--- config.mk ---
export PLATFORM = sky130hd
export DESIGN_NAME = ifrb_level_mem
export DESIGN_NICKNAME = d
export VERILOG_FILES = /design/src/design/inline_frame_range_builder_defines.svh /design/src/design/ifrb_pkg.sv /design/src/design/ifrb_level_mem.sv
export SDC_FILE = /design/constraint.sdc
export NUM_CORES = 2
export LEC_CHECK = 0
export BUFFER_PORTS_ARGS = -buffer_cell sky130_fd_sc_hd__buf_2
export CAP_MARGIN = 15
export CORE_MARGIN = 3
export CORE_UTILIZATION = 58
export CTS_CLUSTER_DIAMETER = 120
export DETAILED_ROUTE_END_ITERATION = 8
export PLACE_DENSITY = 0.74
export SLEW_MARGIN = 10
export SYNTH_ARGS = -nofsm -noshare
export SYNTH_HDL_FRONTEND = slang
export SYNTH_SLANG_ARGS = --single-unit
--- constraint.sdc ---
create_clock -name clk -period 2.3 [get_ports clk]
set_clock_uncertainty 0.2 [all_clocks]
set_input_delay 0.23 -clock clk [delete_from_list [all_inputs] [get_ports clk]]
set_output_delay 0.23 -clock clk [all_outputs]
set_load 0.005 [all_outputs]
--- src/design/inline_frame_range_builder_defines.svh ---
// Assertion macros for the inline frame range builder.
// Used by the top level; expects clk and rst_n in scope.
`ifndef INLINE_FRAME_RANGE_BUILDER_DEFINES_SVH
`define INLINE_FRAME_RANGE_BUILDER_DEFINES_SVH

// Same-cycle implication, disabled in reset.
`define IFRB_ASSERT_IMPL(label, ante, cons) \
    label: assert property (@(posedge clk) disable iff (!rst_n) (ante) |-> (cons)) \
        else $error("ifrb check failed");

// Next-cycle implication, disabled in reset.
`define IFRB_ASSERT_NEXT(label, ante, cons) \
    label: assert property (@(posedge clk) disable iff (!rst_n) (ante) |=> (cons)) \
        else $error("ifrb check failed");

`endif

--- src/design/ifrb_pkg.sv ---
// Package for the inline frame range builder: sizes, register indexes,
// item and result types, memory request/response structs. No dependencies.
`timescale 1ns / 1ps

package ifrb_pkg;

    localparam int MAX_DEPTH = 32;
    localparam int ADDR_W    = $clog2(MAX_DEPTH);
    localparam int DEPTH_W   = $clog2(MAX_DEPTH + 2);
    localparam int CFG_IDX_W = 2;

    localparam logic [DEPTH_W-1:0] MAX_DEPTH_V = DEPTH_W'(MAX_DEPTH);

    localparam logic [CFG_IDX_W-1:0] CFG_CODE_START = CFG_IDX_W'(0);
    localparam logic [CFG_IDX_W-1:0] CFG_CODE_LEN   = CFG_IDX_W'(1);

    typedef struct packed {
        logic [63:0] pc;
        logic [63:0] method_id;
        logic        has_frame;
        logic        frame_last;
        logic        record_last;
    } item_t;

    typedef struct packed {
        logic [63:0] range_method;
        logic [63:0] range_start;
        logic [63:0] range_end;
        logic        overflow;
        logic        run_last;
    } result_t;

    typedef struct packed {
        logic              wr_en;
        logic [ADDR_W-1:0] wr_addr;
        logic [ADDR_W-1:0] top_addr;
        logic [ADDR_W-1:0] cmp_addr;
    } mem_req_t;

    typedef struct packed {
        logic [63:0] top_method;
        logic [63:0] top_start;
        logic [63:0] cmp_method;
    } mem_rsp_t;

    typedef struct packed {
        logic [DEPTH_W-1:0] depth;
        logic [DEPTH_W-1:0] frame_idx;
        logic               res_load;
    } ctrl_status_t;

endpackage

--- src/design/ifrb_level_mem.sv ---
// Frame stack storage: method id and start pc per level, one write port,
// a top-of-stack read port and a compare read port. Depends on ifrb_pkg.
`timescale 1ns / 1ps

module ifrb_level_mem (
    input  logic              clk,
    input  logic              rst_n,
    input  ifrb_pkg::mem_req_t req,
    input  logic [63:0]       wr_method,
    input  logic [63:0]       wr_start,
    output ifrb_pkg::mem_rsp_t rsp
);
    import ifrb_pkg::*;

    logic [63:0] method_mem [MAX_DEPTH];
    logic [63:0] start_mem  [MAX_DEPTH];

    logic [63:0] top_method_q;
    logic [63:0] top_start_q;
    logic [63:0] cmp_method_q;

    // write-through copies for a read that hits the entry written that cycle
    logic        fwd_top_reg;
    logic        fwd_cmp_reg;
    logic [63:0] fwd_method_reg;
    logic [63:0] fwd_start_reg;

    always_ff @(posedge clk)
    begin
        if (req.wr_en)
        begin
            method_mem[req.wr_addr] <= wr_method;
            start_mem[req.wr_addr]  <= wr_start;
        end
        top_method_q   <= method_mem[req.top_addr];
        top_start_q    <= start_mem[req.top_addr];
        cmp_method_q   <= method_mem[req.cmp_addr];
        fwd_method_reg <= wr_method;
        fwd_start_reg  <= wr_start;
    end

    always_ff @(posedge clk or negedge rst_n)
    begin
        if (!rst_n)
        begin
            fwd_top_reg <= 1'b0;
            fwd_cmp_reg <= 1'b0;
        end
        else
        begin
            fwd_top_reg <= req.wr_en && (req.wr_addr == req.top_addr);
            fwd_cmp_reg <= req.wr_en && (req.wr_addr == req.cmp_addr);
        end
    end

    assign rsp.top_method = fwd_top_reg ? fwd_method_reg : top_method_q;
    assign rsp.top_start  = fwd_top_reg ? fwd_start_reg  : top_start_q;
    assign rsp.cmp_method = fwd_cmp_reg ? fwd_method_reg : cmp_method_q;

endmodule

==> run summary <==
TritonCTS sink count: 4418
final setup fails: 217
CTS tree: yes
global placer's final weighted congestion: 0.8894
met2 usage: 52.13%
Layout area overhead: 19.50%
critical path class: register to output port
worst min-delay path startpoint: wr_start[50]
clk slew on worst S/H paths: 0.06 ns
DIE HEIGHT: 561.1 um
detailed-placement wirelength estimate: 315500 um
Placeable Area: 306300 um2
largest net degree at the start of global routing: 56
leakage dissipation: 0.07034 uW
final setup margin: -0.6354 ns
relative slew slack: 43.94%
Initial Utilization: 58.33%
Cell Area, Synth: 178700 um2
Yosys cell types: 54
Startpoint Class: register
fill cell count: 17762
cts bufs inserted: 433
layout cell share with drive strength beyond 1: 35.53%
largest registers: method_mem x2048, start_mem x2048
GR Util All Layers: 33.58%
pre-CTS setup slack: -0.4723 ns
fin nets: 9714
H-tree Lvls: 5
area occupied by registers: 129500 um2
register area share after synthesis: 72.45%
area of the multi-input gates: 46280 um2
ANT nets after route: 0
YS warnings: 0
Final period util: 127.6%
met3 Track Usage GR: 7.659%
die outline width: 561.1 um
global-route wire length before repair: 755300 um
CTS max path bufs: 4
worst skew pair latency: 1.02 ns
vias in the first global route: 102315
Vias: 100774
die area: 314800 um2
RSZ-0062 raised after global routing: yes
GRT overflow: 0
initial antenna violation count: 27
Site Rows: 203
Clk Tree Root Cell: clkbuf_16
WP data required: 1.87 ns
Synth async-reset ratio: 0.04527%
drt first pass iters: 6
Hold EP: fwd_start_reg[50]$_DFF_P_
Placed Area: 194400 um2
Slew @ Worst Pin: 0.8333 ns
DRT iter0 DRCs: 15413
drt wl/cell: 37.86 um
post-layout util: 69.71%
# IOs: 338
Cells after Synth: 8240
CP Max Fanout: 8
syn_nets: 8386
FF+latch count, synth: 4418
Fmax: 340.7 MHz
number of max-cap violations: 0
max-slew violations: 0
hold crit path type: input pin to register
fin crit period: 2.935 ns
Worst Path Arrival: 2.51 ns
status: finished, violations left
PwrDens: 827.1 nW/um2
Worst setup EP type: output port
worst reg2reg endpoint: cmp_method_q[2]$_DFF_P_
WL final: 532600 um
Reg2Reg Depth: 5
Final Hold Vio Count: 0
Residual DRC: 0
r2r startpoint: method_mem[28][2]$_DFFE_PP_
Post-Syn Area per Cell: 21.69 um2
hold path cells: 2
Finished Cell Area: 213500 um2
flop2flop setup slack: 0.43 ns
Synth Flop Type: edfxtp_1
Min Hold Slack: 0.03827 ns
met1 Track Usage GR: 46.16%
via-per-instance ratio: 7.163
global routing's busiest layer: met2
number of synthesized flops with an enable pin: 4096
failing checks: setup timing
port bufs: 337
Max VDD drop: 0.0007005 V
[critical path, cell delays in order (launching register included)]
cell	delay (ns)
dfrtp_4	0.51
buf_12	0.17
buf_12	0.16
buf_16	0.18
mux2_4	0.34
buf_6	0.12
[cells in the mapped netlist (87+ instances only)]
| master | number | area share [%] |
|---|---|---|
| edfxtp_1 | 4096 | 69 |
| mux4_2 | 1319 | 17 |
| o22ai_1 | 485 | 1.7 |
| mux2i_1 | 459 | 2.6 |
| dfxtp_1 | 320 | 3.6 |
| a22oi_1 | 242 | 1.0 |
| buf_2 | 236 | 0.66 |
| mux2_2 | 192 | 1.2 |
| clkbuf_1 | 124 | 0.26 |
| buf_6 | 105 | 0.66 |
| nor4_1 | 94 | 0.33 |
| nand3_1 | 87 | 0.24 |
[final cells by class]
class / instances / area share (%)
Clock buffer: 544 / 5.412
Antenna cell: 17 / 0.01992
Sequential cell: 4418 / 60.63
Multi-Input combinational cell: 3247 / 21.68
Clock inverter: 275 / 1.575
Timing Repair Buffer: 1468 / 8.284
Tap cell: 4100 / 2.403
[what timing repair did]
item,in CTS,in global routing
gates cloned,11,3
hold endpoints to repair,4894,0
hold buffers,215,0
buffers inserted,20,4
endpoints found under the setup margin,192,197
gates resized for setup,135,160
[cells by family (layout without fill, tap and decap cells)]
family          count (synthesis)  after routing  synth area share [%]
xor+xnor                       10             10               0.04902
simple gates                  419            419                 1.337
buf+inv                       575           2287                 2.105
other cells                     0             17                     0
mux                          2003           2003                 20.89
flops                        4418           4418                 72.45
compound gates                815            815                 3.176
[power by group]
group          switching (uW)  internal, uW  leakage (uW)
Sequential                903         89200        0.0396
Clock                   31100         42500       0.00722
Combinational            6770          6010        0.0235
[layout by cell type (no fill, tap or decap), types with 74 or more instances in the layout]
cell type / Yosys / routed
edfxtp_1: 4096 / 4096
buf_4: 72 / 435
buf_6: 105 / 135
clkinv_1: 0 / 74
clkinv_2: 0 / 82
a22oi_1: 242 / 242
nor4_1: 94 / 89
buf_2: 236 / 200
mux2i_1: 459 / 459
clkbuf_16: 0 / 439
mux2_4: 0 / 104
clkbuf_1: 124 / 84
mux2_2: 192 / 88
dfxtp_1: 320 / 320
mux4_2: 1319 / 1319
nand3_1: 87 / 85
buf_12: 8 / 458
o22ai_1: 485 / 485
dlygate4sd3_1: 0 / 215
[layer usage]
metal / routed length [um] / vias up / part of all wire, %
li1: - / 38427 / -
met3: 67750 / 1489 / 13
met4: 28770 / 6 / 5.4
met1: 183900 / 52667 / 35
met2: 252100 / 8185 / 47
met5: 43 / - / 0.0081
[metrics by stage]
stage / setup TNS, ns / std cells / power, uW
floorplan: -5362.19 / 8240 / 97750
global placement: -6.854 / 12986 / 103000
detailed placement: -7.220 / 12986 / 103300
CTS: -106.65 / 14051 / 176300
global route: -106.07 / 14061 / 180700
finish: -98.81 / 14069 / 176600
[worst max-delay path by stage]
| stage | startpoint | to | slack, ns | depth (start not counted) |
|---|---|---|---|---|
| 3_5_place_dp | req[9] | top_method_q[4]$_DFF_P_ | -0.47 | 8 |
| 3_3_place_gp | req[9] | top_method_q[4]$_DFF_P_ | -0.54 | 8 |
| 5_1_grt | fwd_top_reg$_DFF_PN0_ | rsp[133] | -0.67 | 5 |
| 6_report | fwd_top_reg$_DFF_PN0_ | rsp[133] | -0.64 | 5 |
| 4_1_cts | fwd_top_reg$_DFF_PN0_ | rsp[177] | -0.65 | 5 |
| 2_1_floorplan | req[11] | method_mem[17][0]$_DFFE_PP_ | -1.37 | 3 |
Power figures use the tool's default switching activity.
