`config.mk`:
```
export PLATFORM = sky130hd
export DESIGN_NAME = ifrb_ctrl
export DESIGN_NICKNAME = d
export VERILOG_FILES = /design/src/design/inline_frame_range_builder_defines.svh /design/src/design/ifrb_pkg.sv /design/src/design/ifrb_ctrl.sv
export SDC_FILE = /design/constraint.sdc
export NUM_CORES = 1
export LEC_CHECK = 0
export ABC_AREA = 1
export BUFFER_PORTS_ARGS = -buffer_cell sky130_fd_sc_hd__buf_2
export CORE_AREA = 2 2 304 306
export CTS_BUF_LIST = sky130_fd_sc_hd__clkbuf_4 sky130_fd_sc_hd__clkbuf_8
export DETAILED_ROUTE_END_ITERATION = 6
export DIE_AREA = 0 0 306 308
export PLACE_DENSITY_LB_ADDON = 0.15
export SYNTH_ARGS = -nofsm -noshare
export SYNTH_HDL_FRONTEND = slang
export SYNTH_SLANG_ARGS = --single-unit
```
`constraint.sdc`:
```
create_clock -name clk -period 6 [get_ports clk]
set_clock_uncertainty 0.05 [all_clocks]
set_input_delay 0.6 -clock clk [delete_from_list [all_inputs] [get_ports clk]]
set_output_delay 0.6 -clock clk [all_outputs]
set_load 0.01 [all_outputs]
```
`src/design/inline_frame_range_builder_defines.svh`:
```
// Assertion macros for the inline frame range builder.
// Used by the top level; expects clk and rst_n in scope.
`ifndef INLINE_FRAME_RANGE_BUILDER_DEFINES_SVH
`define INLINE_FRAME_RANGE_BUILDER_DEFINES_SVH

// Same-cycle implication, disabled in reset.
`define IFRB_ASSERT_IMPL(label, ante, cons) \
    label: assert property (@(posedge clk) disable iff (!rst_n) (ante) |-> (cons)) \
        else $error("ifrb check failed");

// Next-cycle implication, disabled in reset.
`define IFRB_ASSERT_NEXT(label, ante, cons) \
    label: assert property (@(posedge clk) disable iff (!rst_n) (ante) |=> (cons)) \
        else $error("ifrb check failed");

`endif

```
`src/design/ifrb_pkg.sv`:
```
// Package for the inline frame range builder: sizes, register indexes,
// item and result types, memory request/response structs. No dependencies.
`timescale 1ns / 1ps

package ifrb_pkg;

    localparam int MAX_DEPTH = 32;
    localparam int ADDR_W    = $clog2(MAX_DEPTH);
    localparam int DEPTH_W   = $clog2(MAX_DEPTH + 2);
    localparam int CFG_IDX_W = 2;

    localparam logic [DEPTH_W-1:0] MAX_DEPTH_V = DEPTH_W'(MAX_DEPTH);

    localparam logic [CFG_IDX_W-1:0] CFG_CODE_START = CFG_IDX_W'(0);
    localparam logic [CFG_IDX_W-1:0] CFG_CODE_LEN   = CFG_IDX_W'(1);

    typedef struct packed {
        logic [63:0] pc;
        logic [63:0] method_id;
        logic        has_frame;
        logic        frame_last;
        logic        record_last;
    } item_t;

    typedef struct packed {
        logic [63:0] range_method;
        logic [63:0] range_start;
        logic [63:0] range_end;
        logic        overflow;
        logic        run_last;
    } result_t;

    typedef struct packed {
        logic              wr_en;
        logic [ADDR_W-1:0] wr_addr;
        logic [ADDR_W-1:0] top_addr;
        logic [ADDR_W-1:0] cmp_addr;
    } mem_req_t;

    typedef struct packed {
        logic [63:0] top_method;
        logic [63:0] top_start;
        logic [63:0] cmp_method;
    } mem_rsp_t;

    typedef struct packed {
        logic [DEPTH_W-1:0] depth;
        logic [DEPTH_W-1:0] frame_idx;
        logic               res_load;
    } ctrl_status_t;

endpackage

```
`src/design/ifrb_ctrl.sv`:
```
// Sequencer: takes one item, compares/pushes its frame, pops closed levels
// one per cycle when slot_free, to the result reg. Depends on ifrb_pkg.
`timescale 1ns / 1ps

module ifrb_ctrl (
    input  logic                   clk,
    input  logic                   rst_n,
    input  logic                   item_valid,
    output logic                   item_stall,
    input  ifrb_pkg::item_t        item_data,
    input  logic [63:0]            code_start,
    input  logic [31:0]            code_len,
    input  logic                   slot_free,
    output logic                   res_load,
    output ifrb_pkg::result_t      res_data,
    output ifrb_pkg::mem_req_t     mem_req,
    output logic [63:0]            mem_wr_method,
    output logic [63:0]            mem_wr_start,
    input  ifrb_pkg::mem_rsp_t     mem_rsp,
    output ifrb_pkg::ctrl_status_t status
);
    import ifrb_pkg::*;

    localparam logic [1:0] S_IDLE = 2'd0;
    localparam logic [1:0] S_EXEC = 2'd1;
    localparam logic [1:0] S_POP  = 2'd2;

    logic [1:0]         state_reg, state_next;
    logic [DEPTH_W-1:0] depth_reg, depth_next;
    logic [DEPTH_W-1:0] fidx_reg, fidx_next;
    logic [DEPTH_W-1:0] keep_reg, keep_next;
    logic               ovf_reg, ovf_next;
    logic               push_pend_reg, push_pend_next;
    logic               fin_more_reg, fin_more_next;

    // latched item (payload, no reset)
    logic [63:0] pc_reg;
    logic [63:0] mid_reg;
    logic [63:0] end_pc_reg;
    logic        has_frame_reg;
    logic        frame_last_reg;
    logic        record_last_reg;

    logic               accept;
    logic               pos_in;
    logic               open_hit;
    logic               mismatch;
    logic               rec_end;
    logic [DEPTH_W-1:0] pos_inc;
    logic [DEPTH_W-1:0] count;
    logic [DEPTH_W-1:0] fin_keep;
    logic [DEPTH_W-1:0] depth_dec;
    logic               last_pop;
    logic               wr_en;
    logic [DEPTH_W-1:0] wr_pos;

    assign accept   = item_valid && !item_stall;
    assign item_stall = (state_reg != S_IDLE);

    assign pos_in   = fidx_reg < MAX_DEPTH_V;
    assign open_hit = fidx_reg < depth_reg;
    assign mismatch = mem_rsp.cmp_method != mid_reg;
    assign pos_inc  = fidx_reg + DEPTH_W'(1);
    assign rec_end  = has_frame_reg ? frame_last_reg : 1'b1;
    assign count    = has_frame_reg ? pos_inc : fidx_reg;
    assign fin_keep = record_last_reg ? '0 : count;
    assign depth_dec = depth_reg - DEPTH_W'(1);
    assign last_pop  = (depth_dec == keep_reg);

    always_comb
    begin
        state_next     = state_reg;
        depth_next     = depth_reg;
        fidx_next      = fidx_reg;
        keep_next      = keep_reg;
        ovf_next       = ovf_reg;
        push_pend_next = push_pend_reg;
        fin_more_next  = fin_more_reg;
        res_load       = 1'b0;
        wr_en          = 1'b0;
        wr_pos         = fidx_reg;

        unique case (state_reg)
            S_IDLE:
            begin
                if (accept)
                begin
                    state_next = S_EXEC;
                end
            end
            S_EXEC:
            begin
                if (has_frame_reg && !pos_in)
                begin
                    ovf_next = 1'b1;
                end
                if (rec_end)
                begin
                    fidx_next = '0;
                end
                else
                begin
                    fidx_next = (fidx_reg < MAX_DEPTH_V - DEPTH_W'(1)) ? pos_inc : MAX_DEPTH_V;
                end

                if (has_frame_reg && pos_in && open_hit && mismatch)
                begin
                    // close down to this level first, push afterwards
                    keep_next      = fidx_reg;
                    push_pend_next = 1'b1;
                    fin_more_next  = rec_end && record_last_reg;
                    state_next     = S_POP;
                end
                else
                begin
                    if (has_frame_reg && pos_in && !open_hit)
                    begin
                        wr_en      = 1'b1;
                        wr_pos     = fidx_reg;
                        depth_next = pos_inc;
                    end
                    push_pend_next = 1'b0;
                    fin_more_next  = 1'b0;
                    keep_next      = fin_keep;
                    if (rec_end && (depth_next > fin_keep))
                    begin
                        state_next = S_POP;
                    end
                    else
                    begin
                        state_next = S_IDLE;
                    end
                end
            end
            S_POP:
            begin
                if (slot_free)
                begin
                    res_load   = 1'b1;
                    depth_next = depth_dec;
                    if (last_pop)
                    begin
                        if (push_pend_reg)
                        begin
                            wr_en          = 1'b1;
                            wr_pos         = keep_reg;
                            depth_next     = keep_reg + DEPTH_W'(1);
                            push_pend_next = 1'b0;
                            if (fin_more_reg)
                            begin
                                keep_next     = '0;
                                fin_more_next = 1'b0;
                            end
                            else
                            begin
                                state_next = S_IDLE;
                            end
                        end
                        else
                        begin
                            state_next = S_IDLE;
                        end
                    end
                end
            end
            default:
            begin
                state_next = S_IDLE;
            end
        endcase
    end

    always_ff @(posedge clk or negedge rst_n)
    begin
        if (!rst_n)
        begin
            state_reg     <= S_IDLE;
            depth_reg     <= '0;
            fidx_reg      <= '0;
            keep_reg      <= '0;
            ovf_reg       <= 1'b0;
            push_pend_reg <= 1'b0;
            fin_more_reg  <= 1'b0;
        end
        else
        begin
            state_reg     <= state_next;
            depth_reg     <= depth_next;
            fidx_reg      <= fidx_next;
            keep_reg      <= keep_next;
            ovf_reg       <= ovf_next;
            push_pend_reg <= push_pend_next;
            fin_more_reg  <= fin_more_next;
        end
    end

    always_ff @(posedge clk)
    begin
        if (accept)
        begin
            pc_reg          <= item_data.pc;
            mid_reg         <= item_data.method_id;
            has_frame_reg   <= item_data.has_frame;
            frame_last_reg  <= item_data.frame_last;
            record_last_reg <= item_data.record_last;
            end_pc_reg      <= item_data.record_last ? (code_start + {32'd0, code_len})
                                                     : item_data.pc;
        end
    end

    // top read follows the next depth so data is ready when the pop comes
    assign mem_req.wr_en    = wr_en;
    assign mem_req.wr_addr  = wr_pos[ADDR_W-1:0];
    assign mem_req.top_addr = (depth_next == '0) ? '0
                                                 : depth_next[ADDR_W-1:0] - ADDR_W'(1);
    assign mem_req.cmp_addr = pos_in ? fidx_reg[ADDR_W-1:0] : '0;
    assign mem_wr_method    = mid_reg;
    assign mem_wr_start     = pc_reg;

    assign res_data.range_method = mem_rsp.top_method;
    assign res_data.range_start  = mem_rsp.top_start;
    assign res_data.range_end    = end_pc_reg;
    assign res_data.overflow     = ovf_reg;
    assign res_data.run_last     = last_pop && !(push_pend_reg && fin_more_reg);

    assign status.depth     = depth_reg;
    assign status.frame_idx = fidx_reg;
    assign status.res_load  = res_load;

endmodule

```
==> results of run 1 <==
-- per-layer routing --
metal  vias up  track usage (%)  routed length, um
met5         -                0                109
met4        20             4.57               1860
met3       118             5.28               6330
met2       577             25.2              34300
met1      6233             17.3              29500
li1       6298                -                  -
-- synth_stat cells (3+ instances only) --
| library cell | number |
|---|---|
| nand3_2 | 4 |
| buf_4 | 131 |
| o21ai_0 | 94 |
| nor4_1 | 13 |
| nand2_2 | 4 |
| o21ai_1 | 13 |
| or2_2 | 7 |
| a21o_1 | 6 |
| o21bai_1 | 3 |
| inv_2 | 6 |
| o21a_1 | 4 |
| a21oi_1 | 69 |
| nand3_1 | 106 |
| edfxtp_1 | 195 |
| a31oi_1 | 12 |
| dfrtp_1 | 23 |
| nand2_1 | 361 |
| clkbuf_1 | 19 |
| xnor2_1 | 77 |
| nand4_1 | 28 |
| nor3_1 | 23 |
| inv_1 | 152 |
| ha_1 | 51 |
| o22ai_1 | 4 |
| nor2_1 | 139 |
| nand3b_1 | 3 |
| xor2_1 | 24 |
-- cell type report --
| class | count | area (um2) | area share [%] |
|---|---|---|---|
| flip-flops and latches | 218 | 6430 | 34.2 |
| multi-input cells | 1064 | 5680 | 30.2 |
| repair buffers | 623 | 3640 | 19.4 |
| well taps | 1186 | 1480 | 7.88 |
| clock buffers | 61 | 764 | 4.06 |
| inverters | 160 | 611 | 3.24 |
| clock inverters | 25 | 191 | 1.02 |
| diodes | 8 | 20.0 | 0.106 |
-- stage by stage --
stage | std cells | utilization, % | total power, mW | hold slack, ns | instance area (um2)
final | 3345 | 20.7 | 6.43 | 0.0960 | 18800
after detailed placement | 3150 | 18.5 | 4.69 | 0.453 | 16800
after CTS | 3337 | 20.7 | 6.61 | 0.0000950 | 18800
after global routing | 3341 | 20.7 | 6.90 | 0.0333 | 18800
after floorplan | 1593 | - | 3.73 | 0.254 | 13800
after global placement | 3150 | 18.5 | 4.69 | 0.448 | 16800
-- power by group --
part	leakage [nW]	internal, mW	switching [mW]
logic	5.43	0.815	1.53
clock network	0.494	0.960	0.807
registers	2.13	2.08	0.239
-- kinds of logic (layout without fill, tap and decap cells) --
| logic type | count (synthesis) | after routing | synth area share (%) |
|---|---|---|---|
| xor gates and xnor gates | 101 | 101 | 6.42 |
| other | 0 | 8 | 0 |
| adders and majority gates | 52 | 52 | 4.78 |
| buffers and inverters | 311 | 869 | 12.0 |
| DFF | 218 | 218 | 46.7 |
| AOI/OAI and AO/OA | 216 | 216 | 8.54 |
| and+or+nand+nor | 695 | 695 | 21.5 |
-- placed cells by master (no fill, tap or decap), types with 8 or more instances in the layout --
cell           instances
clkbuf_8              49
diode_2                8
o21ai_1               13
nor2_1               139
nor3_1                23
nor4_1                13
edfxtp_1             195
xor2_1                24
clkbuf_4              12
nand3_1              106
a21oi_1               69
xnor2_1               77
dfrtp_1               23
inv_1                151
nand2_1              361
dlygate4sd3_1        101
a31oi_1               12
clkinv_1              15
nand4_1               28
ha_1                  51
buf_2                519
o21ai_0               94
-- worst register-to-register path, delay by kind of cell, from the launching register on --
family / cells / cell delay (ns)
DFF: 1 / 0.70
adders and majority gates: 2 / 0.67
and+or+nand+nor: 8 / 0.88
AOI/OAI and AO/OA: 5 / 0.71
-- worst max-delay path by stage --
stage,start,endpoint,cells past startpoint
after floorplan,state_reg[0]$_DFFE_PN0P_,end_pc_reg[0]$_DFFE_PP_,4
after global placement,code_start[2],end_pc_reg[25]$_DFFE_PP_,13
after detailed placement,code_start[2],end_pc_reg[25]$_DFFE_PP_,13
after CTS,depth_reg[0]$_DFF_PN0_,mem_req[7],15
after global routing,depth_reg[0]$_DFF_PN0_,mem_req[9],19
final,fidx_reg[5]$_DFFE_PN0P_,mem_req[8],16
==> results.py, run 1 <==
metrics = {
    "run_status": {
        "status": "completed",
    },
    "min_path": {
        "holdPathEnd": "mem_wr_start[24]$_DFFE_PP_",
        "holdPathStages": 1,
        "min_from": "item_data[91]",
        "hp-class": "input port to flip-flop",
    },
    "die": {
        "fp.dieArea_um2": 94200,
        "design.core.area_um2": 91000,
        "dieWidth_um": 306,
        "std_cell_rows": 111,
        "ioPinCount": 776,
        "initial_core_util_pct": 15.1,
        "die_h_um": 308,
    },
    "setup_path": {
        "path_max_fanout": 15,
        "critPathSlowestCell": "dfrtp_1",
        "required_ns": 5.35,
        "crit_buf_inv": 2,
        "crit_type": "flip-flop to output port",
        "worstPathArrival_ns": 3.48,
        "crit_chain": "ha_1 -> a21o_1 -> nor2_1 -> nand2_2 -> nand2_2 -> nand2_1 -> nand3_1 -> nand3_1 -> inv_1 -> nand2_1 -> nand2_1 -> ha_1 -> nand2_1 -> nor2_2 -> nor2_1 -> buf_2",
        "startpoint_type": "flip-flop",
        "crit_path_end_kind": "output port",
        "worst-r2r-setup-slack_ns": 2.93,
        "r2r-start": "fidx_reg[5]$_DFFE_PN0P_",
        "path_delay_family": "simple AND/OR/NAND/NOR gates",
        "r2r_end": "state_reg[1]$_DFFE_PN0P_",
        "cp_common_cell": "nand2_1",
        "worstRegToRegCells": 15,
        "slowest_delay_ns": 0.70,
    },
    "detailed_routing": {
        "via_per_inst": 3.96,
        "wl_per_cell_um": 21.6,
        "drt_wl_total_mm": 72.2,
        "first_pass_iters": 5,
        "drtIter0Drc": 626,
        "dr_total_vias": 13246,
        "drtAntennaViolNets": 0,
        "drc": 0,
    },
    "clock_network": {
        "numCtsBuffers": 48,
        "cts_hold_buf": 101,
        "cts_root_buffer": "clkbuf_8",
        "clkTransAtPathRegs_ns": 0.05,
        "post_cts_buffers": 0,
        "clock_latency_ns": 0.67,
        "cts_sinks": 218,
        "tritoncts": "done",
        "post_cts_resized": 0,
        "cts_max_level": 2,
        "clk_path_buf_depth": 3,
    },
    "global_route": {
        "grt-ovfl-total": 0,
        "antenna_found_initial": 28,
        "grt_max_degree": 115,
        "grt_pass1_wl_mm": 99.2,
        "grt_usage_pct": 14.8,
        "grt_pass1_vias": 13779,
    },
    "yosys": {
        "synth_top_area_share_pct": 42.5,
        "synth-warning-count": 0,
        "synth-edff-count": 195,
        "synth_area_leaders": "edfxtp_1 43%, nand2_1 9.8%, buf_4 7.1%, xnor2_1 4.9%, ha_1 4.6%",
        "syn-cell-area_um2": 13800,
        "ys_ff_latch": 218,
        "synth.distinct_cells": 43,
        "synth-seq-area-share_pct": 46.7,
        "synth_flop_cell": "edfxtp_1",
        "yosysTopAreaCell": "edfxtp_1",
        "syn_avg_cell_area_um2": 8.65,
        "syn_nets": 2068,
        "netlist_instances": 1593,
        "async_reset_ff_share_pct": 10.6,
    },
    "final_layout": {
        "fill_cells": 10194,
        "layout-drive-gt1-share_pct": 29.0,
        "syn2layout_area_growth_pct": 36.7,
        "fin_nets": 2590,
    },
    "placement": {
        "dp_hpwl_mm": 59.4,
        "place_congestion": 0.877,
        "dp_slack_ns": 2.25,
        "io_buffers": 519,
    },
    "timing": {
        "hold_viol": 0,
        "clock.fmax_ghz": 0.242,
        "rsz0062_at_grt": "false",
        "setup_viol": 0,
        "slew_viol_final": 0,
        "setup_slack_ns": 1.87,
        "slew_headroom_pct": 45.7,
        "finalCritPeriodShare_pct": 68.8,
        "setup_tns_ns": 0,
        "worst_pin_slew_ns": 0.808,
        "post-route-min-period_ns": 4.13,
    },
    "pwr": {
        "p_leak_nw": 8.05,
        "ir_worst_vdd_mv": 0.150,
        "powerDensity_nw_per_um2": 341,
    },
    "flow_run": {
        "cap_violations": 0,
    },
}
(Power assumes the default switching activity.)
==> run 2: changes to the inputs <==
==> constraint.sdc (replaced) <==
create_clock -name clk -period 3.8 [get_ports clk]
set_clock_uncertainty 0.05 [all_clocks]
set_input_delay 0.38 -clock clk [delete_from_list [all_inputs] [get_ports clk]]
set_output_delay 0.38 -clock clk [all_outputs]
set_load 0.01 [all_outputs]
==> results.py, run 2 (same netlist as run 1, synthesis figures left out) <==
metrics = {
    "setup_path": {
        "startpoint_type": "flip-flop",
        "worstPathArrival_ns": 3.09,
        "worstRegToRegCells": 16,
        "required_ns": 3.37,
        "crit_type": "flip-flop to output port",
        "path_max_fanout": 5,
        "crit_path_end_kind": "output port",
    },
    "timing": {
        "setup_slack_ns": 0.279,
        "worst_pin_slew_ns": 0.733,
        "slew_headroom_pct": 51.1,
        "rsz0062_at_grt": "false",
        "setup_viol": 0,
        "setup_tns_ns": 0,
        "post-route-min-period_ns": 3.52,
        "slew_viol_final": 0,
        "whs_ns": 0.128,
        "hold_viol": 0,
        "clock.fmax_ghz": 0.284,
        "finalCritPeriodShare_pct": 92.7,
    },
    "die": {
        "die_h_um": 308,
        "design.core.area_um2": 91000,
        "std_cell_rows": 111,
        "fp.dieArea_um2": 94200,
        "ioPinCount": 776,
        "initial_core_util_pct": 15.1,
        "dieWidth_um": 306,
    },
    "detailed_routing": {
        "via_per_inst": 3.94,
        "drt_wl_total_mm": 72.3,
        "drtAntennaViolNets": 0,
        "drtIter0Drc": 659,
        "drc": 0,
        "wl_per_cell_um": 21.2,
        "dr_total_vias": 13397,
        "first_pass_iters": 6,
    },
    "clock_network": {
        "numCtsBuffers": 48,
        "cts_sinks": 218,
        "clkTransAtPathRegs_ns": 0.05,
        "clk_path_buf_depth": 3,
        "clock_latency_ns": 0.67,
        "cts_root_buffer": "clkbuf_8",
        "cts_max_level": 2,
        "tritoncts": "done",
    },
    "min_path": {
        "hp-class": "input port to flip-flop",
        "holdPathStages": 3,
    },
    "global_route": {
        "grt-ovfl-total": 0,
        "grt_pass1_wl_mm": 101,
        "grt_max_degree": 84,
        "grt_usage_pct": 15.0,
        "antenna_found_initial": 29,
        "grt_pass1_vias": 14167,
    },
    "pwr": {
        "powerDensity_nw_per_um2": 538,
        "finalPower_mw": 10.5,
        "ir_worst_vdd_mv": 0.198,
        "p_leak_nw": 8.35,
    },
    "placement": {
        "place_congestion": 0.891,
        "dp_hpwl_mm": 59.5,
        "dp_slack_ns": 0.418,
        "io_buffers": 519,
    },
    "run_status": {
        "status": "completed",
    },
    "final_layout": {
        "syn2layout_area_growth_pct": 41.7,
        "fin_nets": 2648,
        "layout_commonest_cell": "buf_2",
        "fill_cells": 10165,
        "layout_common_cells": "519 x buf_2, 356 x nand2_1, 195 x edfxtp_1",
        "layout-drive-gt1-share_pct": 30.0,
    },
    "flow_run": {
        "cap_violations": 0,
    },
}
-- run 2: timing repair --
action | CTS | global route
endpoints found under the setup margin | 7 | 7
buffers inserted | 2 | 8
hold endpoints to repair | 208 | 0
hold buffers | 137 | 0
resized for setup | 7 | 17
pin swaps | 1 | 2
-- run 2: routing by layer --
| layer | GRT usage, % | wire length [um] | vias up |
|---|---|---|---|
| met3 | 5.82 | 6530 | 127 |
| met1 | 16.9 | 28800 | 6258 |
| li1 | - | - | 6421 |
| met4 | 4.42 | 1860 | 26 |
| met2 | 26.0 | 34900 | 565 |
| met5 | 0 | 187 | - |
-- run 2: where the power goes --
group	internal, mW	switching, mW
logic	1.44	2.47
registers	3.28	0.362
clock network	1.69	1.26
total	6.41	4.09
-- run 2: layout make-up --
class                           instances  area, um2  share of cell area, %
Tap cell                             1186       1480                   7.60
Clock inverter                         29        283                   1.45
Multi-Input combinational cell       1064       5730                   29.4
Antenna cell                            8       20.0                  0.103
Sequential cell                       218       6440                   33.0
Inverter                              160        614                   3.15
Timing Repair Buffer                  681       4210                   21.6
Clock buffer                           57        741                   3.79
-- run 2: worst paths after layout --
| check | startpoint | slack [ns] | end |
|---|---|---|---|
| worst max-delay path | depth_reg[1]$_DFF_PN0_ | 0.28 | mem_req[9] |
| worst min-delay path | code_start[50] | 0.13 | end_pc_reg[50]$_DFFE_PP_ |
| worst max register to register | fidx_reg[0]$_DFFE_PN0P_ | 1.08 | state_reg[1]$_DFFE_PN0P_ |
| worst min register to register | ovf_reg$_DFFE_PN0P_ | 0.43 | ovf_reg$_DFFE_PN0P_ |
| max in group asynchronous | rst_n | 2.98 | depth_reg[1]$_DFF_PN0_ |
| min in group asynchronous | rst_n | 0.24 | fidx_reg[5]$_DFFE_PN0P_ |
-- run 2: through the flow --
step | utilization [%] | area [um2] | std cells
2_1_floorplan | - | 13800 | 1593
3_3_place_gp | 18.7 | 17000 | 3162
3_5_place_dp | 18.7 | 17000 | 3162
4_1_cts | 21.3 | 19400 | 3387
5_1_grt | 21.4 | 19500 | 3398
6_report | 21.5 | 19500 | 3403
-- run 2: critical path: stages (launching register included) --
cell	delay, ns
dfrtp_2	0.44
inv_4	0.10
ha_4	0.20
xnor2_1	0.12
nor2_1	0.12
nand3_1	0.13
nor2_4	0.21
buf_4	0.15
nand4_1	0.07
nand3_1	0.13
nand2_1	0.09
nand2_2	0.11
ha_1	0.19
nand3_1	0.10
o21ai_1	0.14
buf_2	0.14
